**src/rtl/core/srv_pkg.sv**
```systemverilog
// ----------------------------------------------------------------------------
// srv_pkg
// Shared types, constants and the bytewise CRC-16/XMODEM step for the stored
// record verifier.
// ----------------------------------------------------------------------------
`default_nettype none

package srv_pkg;

	localparam int unsigned SLOT_BYTES  = 5120;
	localparam int unsigned MIN_PAYLOAD = 10;
	localparam int unsigned MAX_PAYLOAD = SLOT_BYTES - 8;

	localparam int unsigned MAGIC_W = 16;
	localparam int unsigned CAP_W   = 13;
	localparam int unsigned LEN_W   = 32;
	localparam int unsigned POS_W   = 13;
	localparam int unsigned CRC_W   = 16;
	localparam int unsigned CFG_W   = 16;

	localparam logic [CRC_W-1:0]   CRC_POLY        = 16'h1021;
	localparam logic [MAGIC_W-1:0] MAGIC_RESET     = 16'h494E;
	localparam logic [CAP_W-1:0]   CAPACITY_RESET  = CAP_W'(MAX_PAYLOAD);

	// register indexes of the configuration port
	typedef enum logic [0:0] {
		REG_MAGIC           = 1'b0,
		REG_BUFFER_CAPACITY = 1'b1
	} cfg_reg_t;

	typedef enum logic [2:0] {
		PH_IDLE    = 3'd0,
		PH_HEADER  = 3'd1,
		PH_PAYLOAD = 3'd2,
		PH_CRC_HI  = 3'd3,
		PH_CRC_LO  = 3'd4
	} phase_t;

	typedef enum logic [2:0] {
		ST_OK     = 3'd0,
		ST_MAGIC  = 3'd1,
		ST_SIZE   = 3'd2,
		ST_BUFFER = 3'd3,
		ST_CRC    = 3'd4
	} status_t;

	typedef enum logic [0:0] {
		KIND_PAYLOAD = 1'b0,
		KIND_STATUS  = 1'b1
	} kind_t;

	// one result as handed from the parser to the output register
	typedef struct packed {
		logic          valid;
		kind_t         kind;
		logic [7:0]    payload_byte;
		status_t       status;
		logic [12:0]   payload_size;
		logic          end_of_record;
	} result_t;

	// CRC-16/XMODEM over one byte, MSB first
	function automatic logic [CRC_W-1:0] crc_byte(input logic [CRC_W-1:0] crc,
			input logic [7:0] b);
		logic [CRC_W-1:0] c;
		c = crc ^ {b, 8'h00};
		for (int i = 0; i < 8; i++) begin
			if (c[CRC_W-1]) begin
				c = {c[CRC_W-2:0], 1'b0} ^ CRC_POLY;
			end else begin
				c = {c[CRC_W-2:0], 1'b0};
			end
		end
		return c;
	endfunction

endpackage

`default_nettype wire

```
**src/rtl/core/srv_in_stage.sv**
```systemverilog
// ----------------------------------------------------------------------------
// srv_in_stage
// Input register: holds one accepted request until the parser takes it.
// ----------------------------------------------------------------------------
`default_nettype none

module srv_in_stage
	import srv_pkg::*;
(
	input  wire logic       clk,
	input  wire logic       arst_n,
	input  wire logic       in_valid,
	output logic            in_ready,
	input  wire logic       in_start,
	input  wire logic [7:0] in_byte,
	input  wire logic       advance,
	output logic            valid_s1,
	output logic            start_s1,
	output logic [7:0]      byte_s1
);

	logic take;

	assign in_ready = !valid_s1 || advance;
	assign take     = in_valid && in_ready;

	always_ff @(posedge clk or negedge arst_n) begin
		if (!arst_n) begin
			valid_s1 <= 1'b0;
		end else if (take) begin
			valid_s1 <= 1'b1;
		end else if (advance) begin
			valid_s1 <= 1'b0;
		end
	end

	always_ff @(posedge clk) begin
		if (take) begin
			start_s1 <= in_start;
			byte_s1  <= in_byte;
		end
	end

endmodule

`default_nettype wire

```
**src/rtl/core/srv_parser.sv**
```systemverilog
// ----------------------------------------------------------------------------
// srv_parser
// Record parser: header checks, payload forwarding and CRC compare, one byte
// per step.
// ----------------------------------------------------------------------------
`default_nettype none

module srv_parser
	import srv_pkg::*;
(
	input  wire logic               clk,
	input  wire logic               arst_n,
	input  wire logic               step,
	input  wire logic               start_s1,
	input  wire logic [7:0]         byte_s1,
	input  wire logic [MAGIC_W-1:0] magic_want,
	input  wire logic [CAP_W-1:0]   buffer_capacity,
	output result_t                 result
);

	phase_t             phase_q, phase_d, phase_e;
	logic [POS_W-1:0]   pos_q, pos_d, pos_e, pos_inc;
	logic [MAGIC_W-1:0] magic_q, magic_d, magic_e, magic_nx;
	logic [LEN_W-1:0]   len_q, len_d, len_e, len_nx;
	logic [CRC_W-1:0]   hcrc_q, hcrc_d, hcrc_e;
	logic [CRC_W-1:0]   pcrc_q, pcrc_d, pcrc_e;
	logic [7:0]         crc_hi_q, crc_hi_d, crc_hi_e;
	logic [CRC_W-1:0]   crc_in, crc_out, crc_field;
	logic               magic_bad, size_bad, buffer_bad, header_done, payload_done;

	// a start byte restarts the parser with cleared state
	always_comb begin
		phase_e  = start_s1 ? PH_HEADER : phase_q;
		pos_e    = start_s1 ? '0 : pos_q;
		magic_e  = start_s1 ? '0 : magic_q;
		len_e    = start_s1 ? '0 : len_q;
		hcrc_e   = start_s1 ? '0 : hcrc_q;
		pcrc_e   = start_s1 ? '0 : pcrc_q;
		crc_hi_e = start_s1 ? '0 : crc_hi_q;
	end

	// one CRC unit serves header and payload
	assign crc_in     = (phase_e == PH_HEADER) ? hcrc_e : pcrc_e;
	assign crc_out    = crc_byte(crc_in, byte_s1);
	assign pos_inc    = pos_e + POS_W'(1);
	assign magic_nx   = (pos_e < POS_W'(2)) ? {magic_e[7:0], byte_s1} : magic_e;
	assign len_nx     = (pos_e < POS_W'(2)) ? len_e : {len_e[LEN_W-9:0], byte_s1};
	assign magic_bad  = (pos_inc == POS_W'(2)) && (magic_nx != magic_want);
	assign header_done = (pos_inc == POS_W'(6));
	assign size_bad   = (len_nx < LEN_W'(MIN_PAYLOAD)) || (len_nx > LEN_W'(MAX_PAYLOAD));
	assign buffer_bad = (len_nx > {{(LEN_W-CAP_W){1'b0}}, buffer_capacity});
	assign payload_done = ({{(LEN_W-POS_W){1'b0}}, pos_inc} >= len_e);
	assign crc_field  = {crc_hi_e, byte_s1};

	// next state
	always_comb begin
		phase_d  = phase_e;
		pos_d    = pos_e;
		magic_d  = magic_e;
		len_d    = len_e;
		hcrc_d   = hcrc_e;
		pcrc_d   = pcrc_e;
		crc_hi_d = crc_hi_e;
		unique case (phase_e)
			PH_HEADER: begin
				hcrc_d  = crc_out;
				magic_d = magic_nx;
				len_d   = len_nx;
				pos_d   = pos_inc;
				if (magic_bad) begin
					phase_d = PH_IDLE;
				end else if (header_done) begin
					if (size_bad || buffer_bad) begin
						phase_d = PH_IDLE;
					end else begin
						pos_d   = '0;
						phase_d = PH_PAYLOAD;
					end
				end
			end
			PH_PAYLOAD: begin
				pcrc_d = crc_out;
				pos_d  = pos_inc;
				if (payload_done) begin
					phase_d = PH_CRC_HI;
				end
			end
			PH_CRC_HI: begin
				crc_hi_d = byte_s1;
				phase_d  = PH_CRC_LO;
			end
			PH_CRC_LO: begin
				phase_d = PH_IDLE;
			end
			default: begin
				phase_d = PH_IDLE;
			end
		endcase
	end

	// result of this step
	always_comb begin
		result               = '0;
		result.kind          = KIND_PAYLOAD;
		result.status        = ST_OK;
		unique case (phase_e)
			PH_HEADER: begin
				if (magic_bad) begin
					result.valid  = step;
					result.kind   = KIND_STATUS;
					result.status = ST_MAGIC;
				end else if (header_done && size_bad) begin
					result.valid  = step;
					result.kind   = KIND_STATUS;
					result.status = ST_SIZE;
				end else if (header_done && buffer_bad) begin
					result.valid  = step;
					result.kind   = KIND_STATUS;
					result.status = ST_BUFFER;
				end
				result.end_of_record = (result.kind == KIND_STATUS);
			end
			PH_PAYLOAD: begin
				result.valid        = step;
				result.payload_byte = byte_s1;
			end
			PH_CRC_LO: begin
				result.valid         = step;
				result.kind          = KIND_STATUS;
				result.end_of_record = 1'b1;
				if (crc_field != (hcrc_e ^ pcrc_e)) begin
					result.status = ST_CRC;
				end else begin
					result.payload_size = len_e[12:0];
				end
			end
			default: begin
				result.valid = 1'b0;
			end
		endcase
	end

	always_ff @(posedge clk or negedge arst_n) begin
		if (!arst_n) begin
			phase_q  <= PH_IDLE;
			pos_q    <= '0;
			magic_q  <= '0;
			len_q    <= '0;
			hcrc_q   <= '0;
			pcrc_q   <= '0;
			crc_hi_q <= '0;
		end else if (step) begin
			phase_q  <= phase_d;
			pos_q    <= pos_d;
			magic_q  <= magic_d;
			len_q    <= len_d;
			hcrc_q   <= hcrc_d;
			pcrc_q   <= pcrc_d;
			crc_hi_q <= crc_hi_d;
		end
	end

endmodule

`default_nettype wire

```
**src/rtl/core/srv_out_stage.sv**
```systemverilog
// ----------------------------------------------------------------------------
// srv_out_stage
// Output register: holds a result request until the sink takes it.
// ----------------------------------------------------------------------------
`default_nettype none

module srv_out_stage
	import srv_pkg::*;
(
	input  wire logic    clk,
	input  wire logic    arst_n,
	input  wire result_t result,
	output logic         advance,
	output logic         out_valid,
	input  wire logic    out_ready,
	output logic [23:0]  out_data,
	output logic         out_user,
	output logic         out_last
);

	logic        valid_q;
	kind_t       kind_q;
	logic [7:0]  byte_q;
	status_t     status_q;
	logic [12:0] size_q;
	logic        last_q;

	assign advance   = !valid_q || out_ready;
	assign out_valid = valid_q;
	assign out_data  = {size_q, status_q, byte_q};
	assign out_user  = kind_q;
	assign out_last  = last_q;

	always_ff @(posedge clk or negedge arst_n) begin
		if (!arst_n) begin
			valid_q <= 1'b0;
		end else if (advance) begin
			valid_q <= result.valid;
		end
	end

	always_ff @(posedge clk) begin
		if (advance && result.valid) begin
			kind_q   <= result.kind;
			byte_q   <= result.payload_byte;
			status_q <= result.status;
			size_q   <= result.payload_size;
			last_q   <= result.end_of_record;
		end
	end

endmodule

`default_nettype wire

```
**src/rtl/core/stored_record_verifier.sv**
```systemverilog
// Stored record verifier: one record byte per request, one byte per cycle
// sustained; input stalls only while a result waits at the output. An
// accepted byte waits in the input register and is parsed there; its
// result, if any, is registered in the output register. The single-byte
// CRC step between the two registers sets the cycle time. Reset clears the
// parser to idle and loads the register defaults (magic 0x494E, capacity 5112).
// ----------------------------------------------------------------------------
// stored_record_verifier
// Checks magic, length and CRC-16/XMODEM of a stored record and forwards
// its payload bytes, ending each record not cut short with one status result.
// ----------------------------------------------------------------------------
`default_nettype none

module stored_record_verifier
	import srv_pkg::*;
(
	input  wire logic               clk,
	input  wire logic               arst_n,
	input  wire logic               s_tvalid,
	output logic                    s_tready,
	input  wire logic [7:0]         s_tdata,   // [7:0] byte_value
	input  wire logic               s_tuser,   // [0] record_start
	output logic                    m_tvalid,
	input  wire logic               m_tready,
	output logic [23:0]             m_tdata,   // [7:0] payload_byte, [10:8] status_code,
	                                           // [23:11] payload_size
	output logic                    m_tuser,   // [0] result_kind
	output logic                    m_tlast,   // end_of_record
	input  wire logic               cfg_we,
	input  wire logic [0:0]         cfg_index,
	input  wire logic [CFG_W-1:0]   cfg_data
);

	logic               advance, valid_s1, start_s1, step;
	logic [7:0]         byte_s1;
	logic [MAGIC_W-1:0] magic_cfg_q;
	logic [CAP_W-1:0]   capacity_cfg_q;
	result_t            result;

	always_ff @(posedge clk or negedge arst_n) begin
		if (!arst_n) begin
			magic_cfg_q    <= MAGIC_RESET;
			capacity_cfg_q <= CAPACITY_RESET;
		end else if (cfg_we) begin
			unique case (cfg_reg_t'(cfg_index))
				REG_MAGIC:           magic_cfg_q    <= cfg_data[MAGIC_W-1:0];
				REG_BUFFER_CAPACITY: capacity_cfg_q <= cfg_data[CAP_W-1:0];
				default:             magic_cfg_q    <= magic_cfg_q;
			endcase
		end
	end

	assign step = valid_s1 && advance;

	srv_in_stage u_in (
		.clk      (clk),
		.arst_n   (arst_n),
		.in_valid (s_tvalid),
		.in_ready (s_tready),
		.in_start (s_tuser),
		.in_byte  (s_tdata),
		.advance  (advance),
		.valid_s1 (valid_s1),
		.start_s1 (start_s1),
		.byte_s1  (byte_s1)
	);

	srv_parser u_parser (
		.clk             (clk),
		.arst_n          (arst_n),
		.step            (step),
		.start_s1        (start_s1),
		.byte_s1         (byte_s1),
		.magic_want      (magic_cfg_q),
		.buffer_capacity (capacity_cfg_q),
		.result          (result)
	);

	srv_out_stage u_out (
		.clk       (clk),
		.arst_n    (arst_n),
		.result    (result),
		.advance   (advance),
		.out_valid (m_tvalid),
		.out_ready (m_tready),
		.out_data  (m_tdata),
		.out_user  (m_tuser),
		.out_last  (m_tlast)
	);

endmodule

`default_nettype wire

```
**config.mk**
```make
export PLATFORM = sky130hd
export DESIGN_NAME = stored_record_verifier
export DESIGN_NICKNAME = d
export VERILOG_FILES = /design/src/rtl/core/srv_pkg.sv /design/src/rtl/core/srv_in_stage.sv /design/src/rtl/core/srv_parser.sv /design/src/rtl/core/srv_out_stage.sv /design/src/rtl/core/stored_record_verifier.sv
export SDC_FILE = /design/constraint.sdc
export NUM_CORES = 1
export LEC_CHECK = 0
export BUFFER_PORTS_ARGS = -buffer_cell sky130_fd_sc_hd__buf_2
export CAP_MARGIN = 30
export CORE_MARGIN = 3
export CORE_UTILIZATION = 40
export CTS_CLUSTER_SIZE = 25
export DETAILED_ROUTE_END_ITERATION = 8
export SYNTH_ARGS = -nofsm -noshare
export SYNTH_HDL_FRONTEND = slang
export SYNTH_SLANG_ARGS = --single-unit
```
**constraint.sdc**
```tcl
create_clock -name clk -period 15.4 [get_ports clk]
set_input_delay 1.54 -clock clk [delete_from_list [all_inputs] [get_ports clk]]
set_output_delay 1.54 -clock clk [all_outputs]
set_load 0.005 [all_outputs]
```
After elaboration in Yosys (flattened, before gate mapping)
Cells that the tools add are included.

operators by class
  bitwise logic cells = 12
  add/sub/neg operators = 1
  magnitude comparators = 5
  reductions and logical operators = 17
  muxes and demuxes = 44
  equal/unequal tests = 8

operator list
  kind                     number
  $mux W13                 12
  $mux W16                 8
  $mux W32                 3
  $ge A13 B32 Y1           1
  $gt A32 B13 Y1           1
  $gt A32 B13 Y1 const B   1
  $lt A32 B4 Y1 const B    1
  $ne A16 B16 Y1           2
  $xor A16 B16 Y16         2
  $pmux W13 S2             1
  $not A3 Y3               8
  $mux W3                  7
  $mux W8                  2
  $add A13 B1 Y13 const B  1
  $eq A13 B2 Y1 const B    1
  $eq A13 B3 Y1 const B    1
  $lt A13 B2 Y1 const B    1
  $mux W2                  5
  $pmux W3 S3              1
  $eq A3 B2 Y1 const B     2
  $logic_and A1 B1 Y1      6
  $pmux W3 S2              1
  $logic_or A1 B1 Y1       4
  $pmux W1 S2              2
  8 further kinds          13

storage, ports and cells
  bits in registers = 169

Logic depth before layout (Yosys ltp)
  word-level depth = 21
  gate-level depth with buffers = 17
  gate-level depth less buffers = 14

Cells and area by module
Synthesis repeated with hierarchy kept, for this count alone.

unflattened totals
  cells, all modules = 991
  area, all modules = 9878.2 µm²

by module, submodules not included
  module                  cells each  seq. area each (µm²)  area each (µm²)  times used
  srv_parser              884         2602.5                7563.5           1
  stored_record_verifier  64          744.5                 1156.1           1
  srv_out_stage           30          805.8                 834.6            1
  srv_in_stage            13          295.3                 324.1            1

Least setup slack after synthesis
OpenSTA, ideal clock, no wires.

  path kind = register to register
  start point = register u_parser.pos_q[2]
  end point = register u_out.byte_q[0], enable pin
  period minus slack after synthesis = 5.742 ns
  data required time = 14.954 ns
  arrival time = 5.297 ns
  setup slack = 9.658 ns
  buffers on the path = 4
  library setup time = 0.446 ns
  cell stages (with the launch flop) = 18
  cell sequence = dfrtp_1 buf_4 or4_1 buf_2 nor3_4 buf_2 buf_1 nand2_1 a21oi_1 ha_1 nand4_1 nor4_1 o21ai_0 o211ai_1 o21ai_1 nand4_2 nand2b_1 o31ai_1

on the way
  word-level cells in the longest chain between the ends = 10
  elaborated cells between the ends (all ways) = 20
  those cells by class = add/sub (1); order compare (4); eq/ne (3); mux (7); reduce/logical (5)

RTL lines
  what                                                       RTL line                              text
  start, declared                                            srv_parser.sv:22                      logic [POS_W-1:0] pos_q, pos_d, pos_e, pos_inc;
  start signal, assigned                                     srv_parser.sv:154                     pos_q <= pos_d;
  $mux W13 (*)                                               srv_parser.sv:34                      pos_e = start_s1 ? '0 : pos_q;
  $lt A13 B2 Y1                                              srv_parser.sv:46, srv_parser.sv:47
  $mux W32                                                   srv_parser.sv:47                      assign len_nx = (pos_e < POS_W'(2)) ? len_e : {len_e[LEN_W-9:0], byte_s1};
  $gt A32 B13 Y1, or another cell as far along               srv_parser.sv:51                      assign buffer_bad = (len_nx > {{(LEN_W-CAP_W){1'b0}}, buffer_capacity});
  $logic_and A1 B1 Y1 or $logic_or A1 B1 Y1 (tied branches)  srv_parser.sv:116, srv_parser.sv:50
  $mux W2 or $logic_and A1 B1 Y1 (tied branches)             srv_parser.sv:116, srv_parser.sv:112
  $mux W2                                                    srv_parser.sv:112                     end else if (header_done && size_bad) begin
  $mux W2 (*)                                                srv_parser.sv:108                     if (magic_bad) begin
  $pmux W1 S2 (*)                                            srv_parser.sv:106                     unique case (phase_e)
  $logic_and A1 B1 Y1 (*)                                    srv_out_stage.sv:43                   if (advance && result.valid) begin
  end signal, assigned                                       srv_out_stage.sv:45                   byte_q <= result.payload_byte;
  end, declared                                              srv_out_stage.sv:23                   logic [7:0] byte_q;

Mark *: on every way between the ends. The rest lies on a longest branch, timed or not.
A chain may end at the register's enable or synchronous reset.

Final worst setup path
  start point = register u_parser.pos_q[2]
  end point = register u_out.size_q[3], enable pin

on the way
  word-level cells in the longest chain between the ends = 10
  elaborated cells between the ends (all ways) = 20
  those cells by class = add/sub (1); order compare (4); eq/ne (3); mux (7); reduce/logical (5)

RTL lines
  what                                                       RTL line                              text
  $mux W13 (*)                                               srv_parser.sv:34
  $lt A13 B2 Y1                                              srv_parser.sv:46, srv_parser.sv:47
  $mux W32                                                   srv_parser.sv:47
  $gt A32 B13 Y1, or another cell as far along               srv_parser.sv:51
  $logic_and A1 B1 Y1 or $logic_or A1 B1 Y1 (tied branches)  srv_parser.sv:116, srv_parser.sv:50
  $mux W2 or $logic_and A1 B1 Y1 (tied branches)             srv_parser.sv:116, srv_parser.sv:112
  $mux W2                                                    srv_parser.sv:112
  $mux W2 (*)                                                srv_parser.sv:108
  $pmux W1 S2 (*)                                            srv_parser.sv:106
  $logic_and A1 B1 Y1 (*)                                    srv_out_stage.sv:43
  end signal, assigned                                       srv_out_stage.sv:47                   size_q <= result.payload_size;
  end, declared                                              srv_out_stage.sv:25                   logic [12:0] size_q;

Marks and branches as above.

==> reports/qor.csv <==
metric,value,unit
status,"finished, final reports clean",
vias per cell,5.65,
Tot Pwr,0.00173,W
maximum clock frequency,205,MHz
relative max-transition margin,0.456,
setup_tns,0,ns
Routed WL per cell,19.8,um
row count,55,
Area Overhead vs Synth,12.5,%
drt pass-1 iters,5,
fin crit period,4.89,ns
RSZ-0062 raised after global routing,false,
maximum VDD drop,0.0000764,V
CTS Sinks,169,
syn_area_per_cell,9.53,sq um
largest net degree at the start of global routing,76,
starting density of the core,0.415,
clock root cell,clkbuf_16,
Synth Flop Type,dfrtp_1,
slew at the pin closest to its max-slew limit,0.814,ns
HPWL after DPL,18600,um
Die Y,161,um
# nets final,1094,
first-pass GRT wire length,42900,um
Yosys cell types,70,
DIE AREA,25800,sq um
syn nets,1062,
pre-CTS WS,10.57,ns
Ant. Diodes,0,
Final Max Tran Viols,0,
CTS tree,built,
Min-Delay Path Class,flop to flop,
Worst-path clk slew,0.07,ns
post-synthesis cell area,9570,sq um
final setup fails,0,
post-CTS resize count,0,
"EDFF count, synth",34,
Post-DP Area,10200,sq um
GRT Total Usage,0.211,
Die Wd,161,um
leakage,4.50,nW
I/O Pins,59,
async set-or-reset flop fraction in the synthesized netlist,0.799,
crit path capture type,flop,
Congestion Overflow GR,0,
CP startpoint kind,flop,
Gate Count Post-Synth,1004,
total CTS buffers,17,
Tcrit/Tclk final,0.317,
initial antenna violation count,1,
P per Cell Area,160,nW/um^2
Clock Tree Buf Depth,2,
Crit path arrival time,5.03,ns
hold-fix buffer count after cts,0,
latest clock arrival within the worst-skew pair,0.44,ns
critical path class,flop to flop,
Fin. Hold Viols,0,
Final WS setup,10.51,ns
"Warnings, synthesis",0,
Required @ worst endpoint,15.54,ns
routability cong.,0.900,
htree depth,4,
vias in the first global route,7320,
Post-CTS Setup Bufs,0,
Yosys reg bits,169,
layout cells sized above 1,0.168,
share of the yosys chip area belonging to registers,0.462,
number of port buffers,58,
Final Cell Area,10800,sq um
crit-path max FO,20,
core box area,23100,sq um
# DRC,0,
DR iter-0 viols,763,
via count,7701,
Routed Antenna Nets,0,
"Core Util, Final",0.467,
Routed WL,26900,um
Max Cap Viol,0,
skew final,0.00913,ns
==> through the flow <==
step,hold WS (ns),instances
2_1_floorplan,0.450,1004
3_3_place_gp,0.483,1326
3_5_place_dp,0.480,1330
4_1_cts,0.496,1362
5_1_grt,0.528,1362
6_report,0.491,1362
==> layout by cell type (no fill, tap or decap), types with 5 or more instances in the layout <==
cell type | synthesis | layout
a211oi_1 | 7 | 7
a21o_1 | 7 | 7
a21oi_1 | 40 | 39
a22o_1 | 8 | 8
a22oi_1 | 36 | 36
a31oi_1 | 8 | 8
and2_1 | 9 | 9
buf_2 | 4 | 58
buf_4 | 2 | 14
clkbuf_16 | 0 | 17
dfrtp_1 | 120 | 120
dfstp_2 | 15 | 15
edfxtp_1 | 34 | 34
ha_1 | 27 | 27
inv_1 | 31 | 31
mux2_2 | 47 | 47
mux2i_1 | 8 | 8
nand2_1 | 163 | 163
nand2b_1 | 26 | 26
nand3_1 | 12 | 12
nand4_1 | 17 | 17
nor2_1 | 42 | 42
nor2b_1 | 7 | 7
nor3_1 | 19 | 19
nor3b_1 | 5 | 5
nor4_1 | 16 | 16
o21ai_0 | 89 | 89
o31ai_1 | 9 | 8
xnor2_1 | 41 | 41
xor2_1 | 28 | 28
==> per-layer routing <==
metal | vias up | track usage | share of wire
met4 | 2 | 0.0606 | 0.019
li1 | 3666 | - | -
met1 | 3735 | 0.325 | 0.50
met2 | 260 | 0.295 | 0.42
met5 | - | 0 | 0.00045
met3 | 38 | 0.0457 | 0.064
==> critical path: stages (launching register included) <==
cell      delay, ns
dfrtp_1        0.50
nor4_4         0.55
nand3_1        0.74
mux2_2         0.46
inv_1          0.06
ha_1           0.29
nand3_1        0.09
nor4_1         0.40
o21ai_0        0.17
o211ai_1       0.18
o21ai_1        0.14
nand4_2        0.15
nand2b_1       0.15
o31ai_4        0.45
buf_8          0.24
==> report_power, final <==
part	internal, W	switching [W]
combinational	0.000246	0.000368
sequential	0.000560	0.000123
clock	0.000240	0.000190
==> cells by family after synthesis <==
family                     Yosys count  synth area share
AOI/OAI and AO/OA                  244             0.161
xor gates and xnor gates            69            0.0631
adders and majority gates           27            0.0353
buffers and inverters               93            0.0387
DFF                                169             0.462
muxes                               55            0.0637
and+or+nand+nor                    347             0.177
==> worst paths after layout <==
path,cells after the start,to,slack [ns],from
hold reg to reg,2,u_parser.magic_q[8],0.49,u_parser.magic_q[8]
max in group asynchronous,3,u_parser.crc_hi_q[0],13.28,arst_n
setup reg to reg,14,u_out.size_q[3],10.51,u_parser.pos_q[2]
min in group asynchronous,1,u_parser.len_q[29],1.07,arst_n
setup / recovery,14,u_out.size_q[3],10.51,u_parser.pos_q[2]
hold / removal,2,u_parser.magic_q[8],0.49,u_parser.magic_q[8]
==> sequential cells by signal, summed over array words and instances, names as in the netlist, 3 cells and up <==
register,flops
capacity_cfg_q,13
magic_cfg_q,16
u_in.byte_s1,8
u_out.byte_q,8
u_out.size_q,13
u_out.status_q,3
u_parser.crc_hi_q,8
u_parser.hcrc_q,16
u_parser.len_q,32
u_parser.magic_q,16
u_parser.pcrc_q,16
u_parser.phase_q,3
u_parser.pos_q,13
==> synth_stat cells (5+ instances only) <==
cell type  number  area (sq um)
o31ai_1         9          67.6
a31oi_1         8          50.1
a22o_1          8          70.1
nor2_1         42           158
nand2_1       163           612
nand4_1        17           106
mux2i_1         8          80.1
o21ai_1         5          25.0
dfstp_2        15           394
dfrtp_1       120          3000
nor2b_1         7          43.8
and2_1          9          56.3
edfxtp_1       34          1020
mux2_2         47           529
buf_1           8          30.0
xor2_1         28           245
clkbuf_1       46           173
o21ai_0        89           445
a22oi_1        36           270
nor3b_1         5          37.5
a211oi_1        7          52.6
nor4_1         16           100
ha_1           27           338
nand3_1        12          60.1
inv_1          31           116
xnor2_1        41           359
nor3_1         19          95.1
a21oi_1        40           200
a21o_1          7          52.6
nand2b_1       26           163
==> final cells by class <==
| cell class | count | area, sq um |
|---|---|---|
| Clock buffer | 18 | 429 |
| Timing Repair Buffer | 75 | 449 |
| Fill cell | 2200 | 12300 |
| Clock inverter | 14 | 148 |
| Tap cell | 313 | 392 |
| Sequential cell | 169 | 4420 |
| Inverter | 31 | 116 |
| Multi-Input combinational cell | 742 | 4810 |
(Power assumes the default switching activity.)
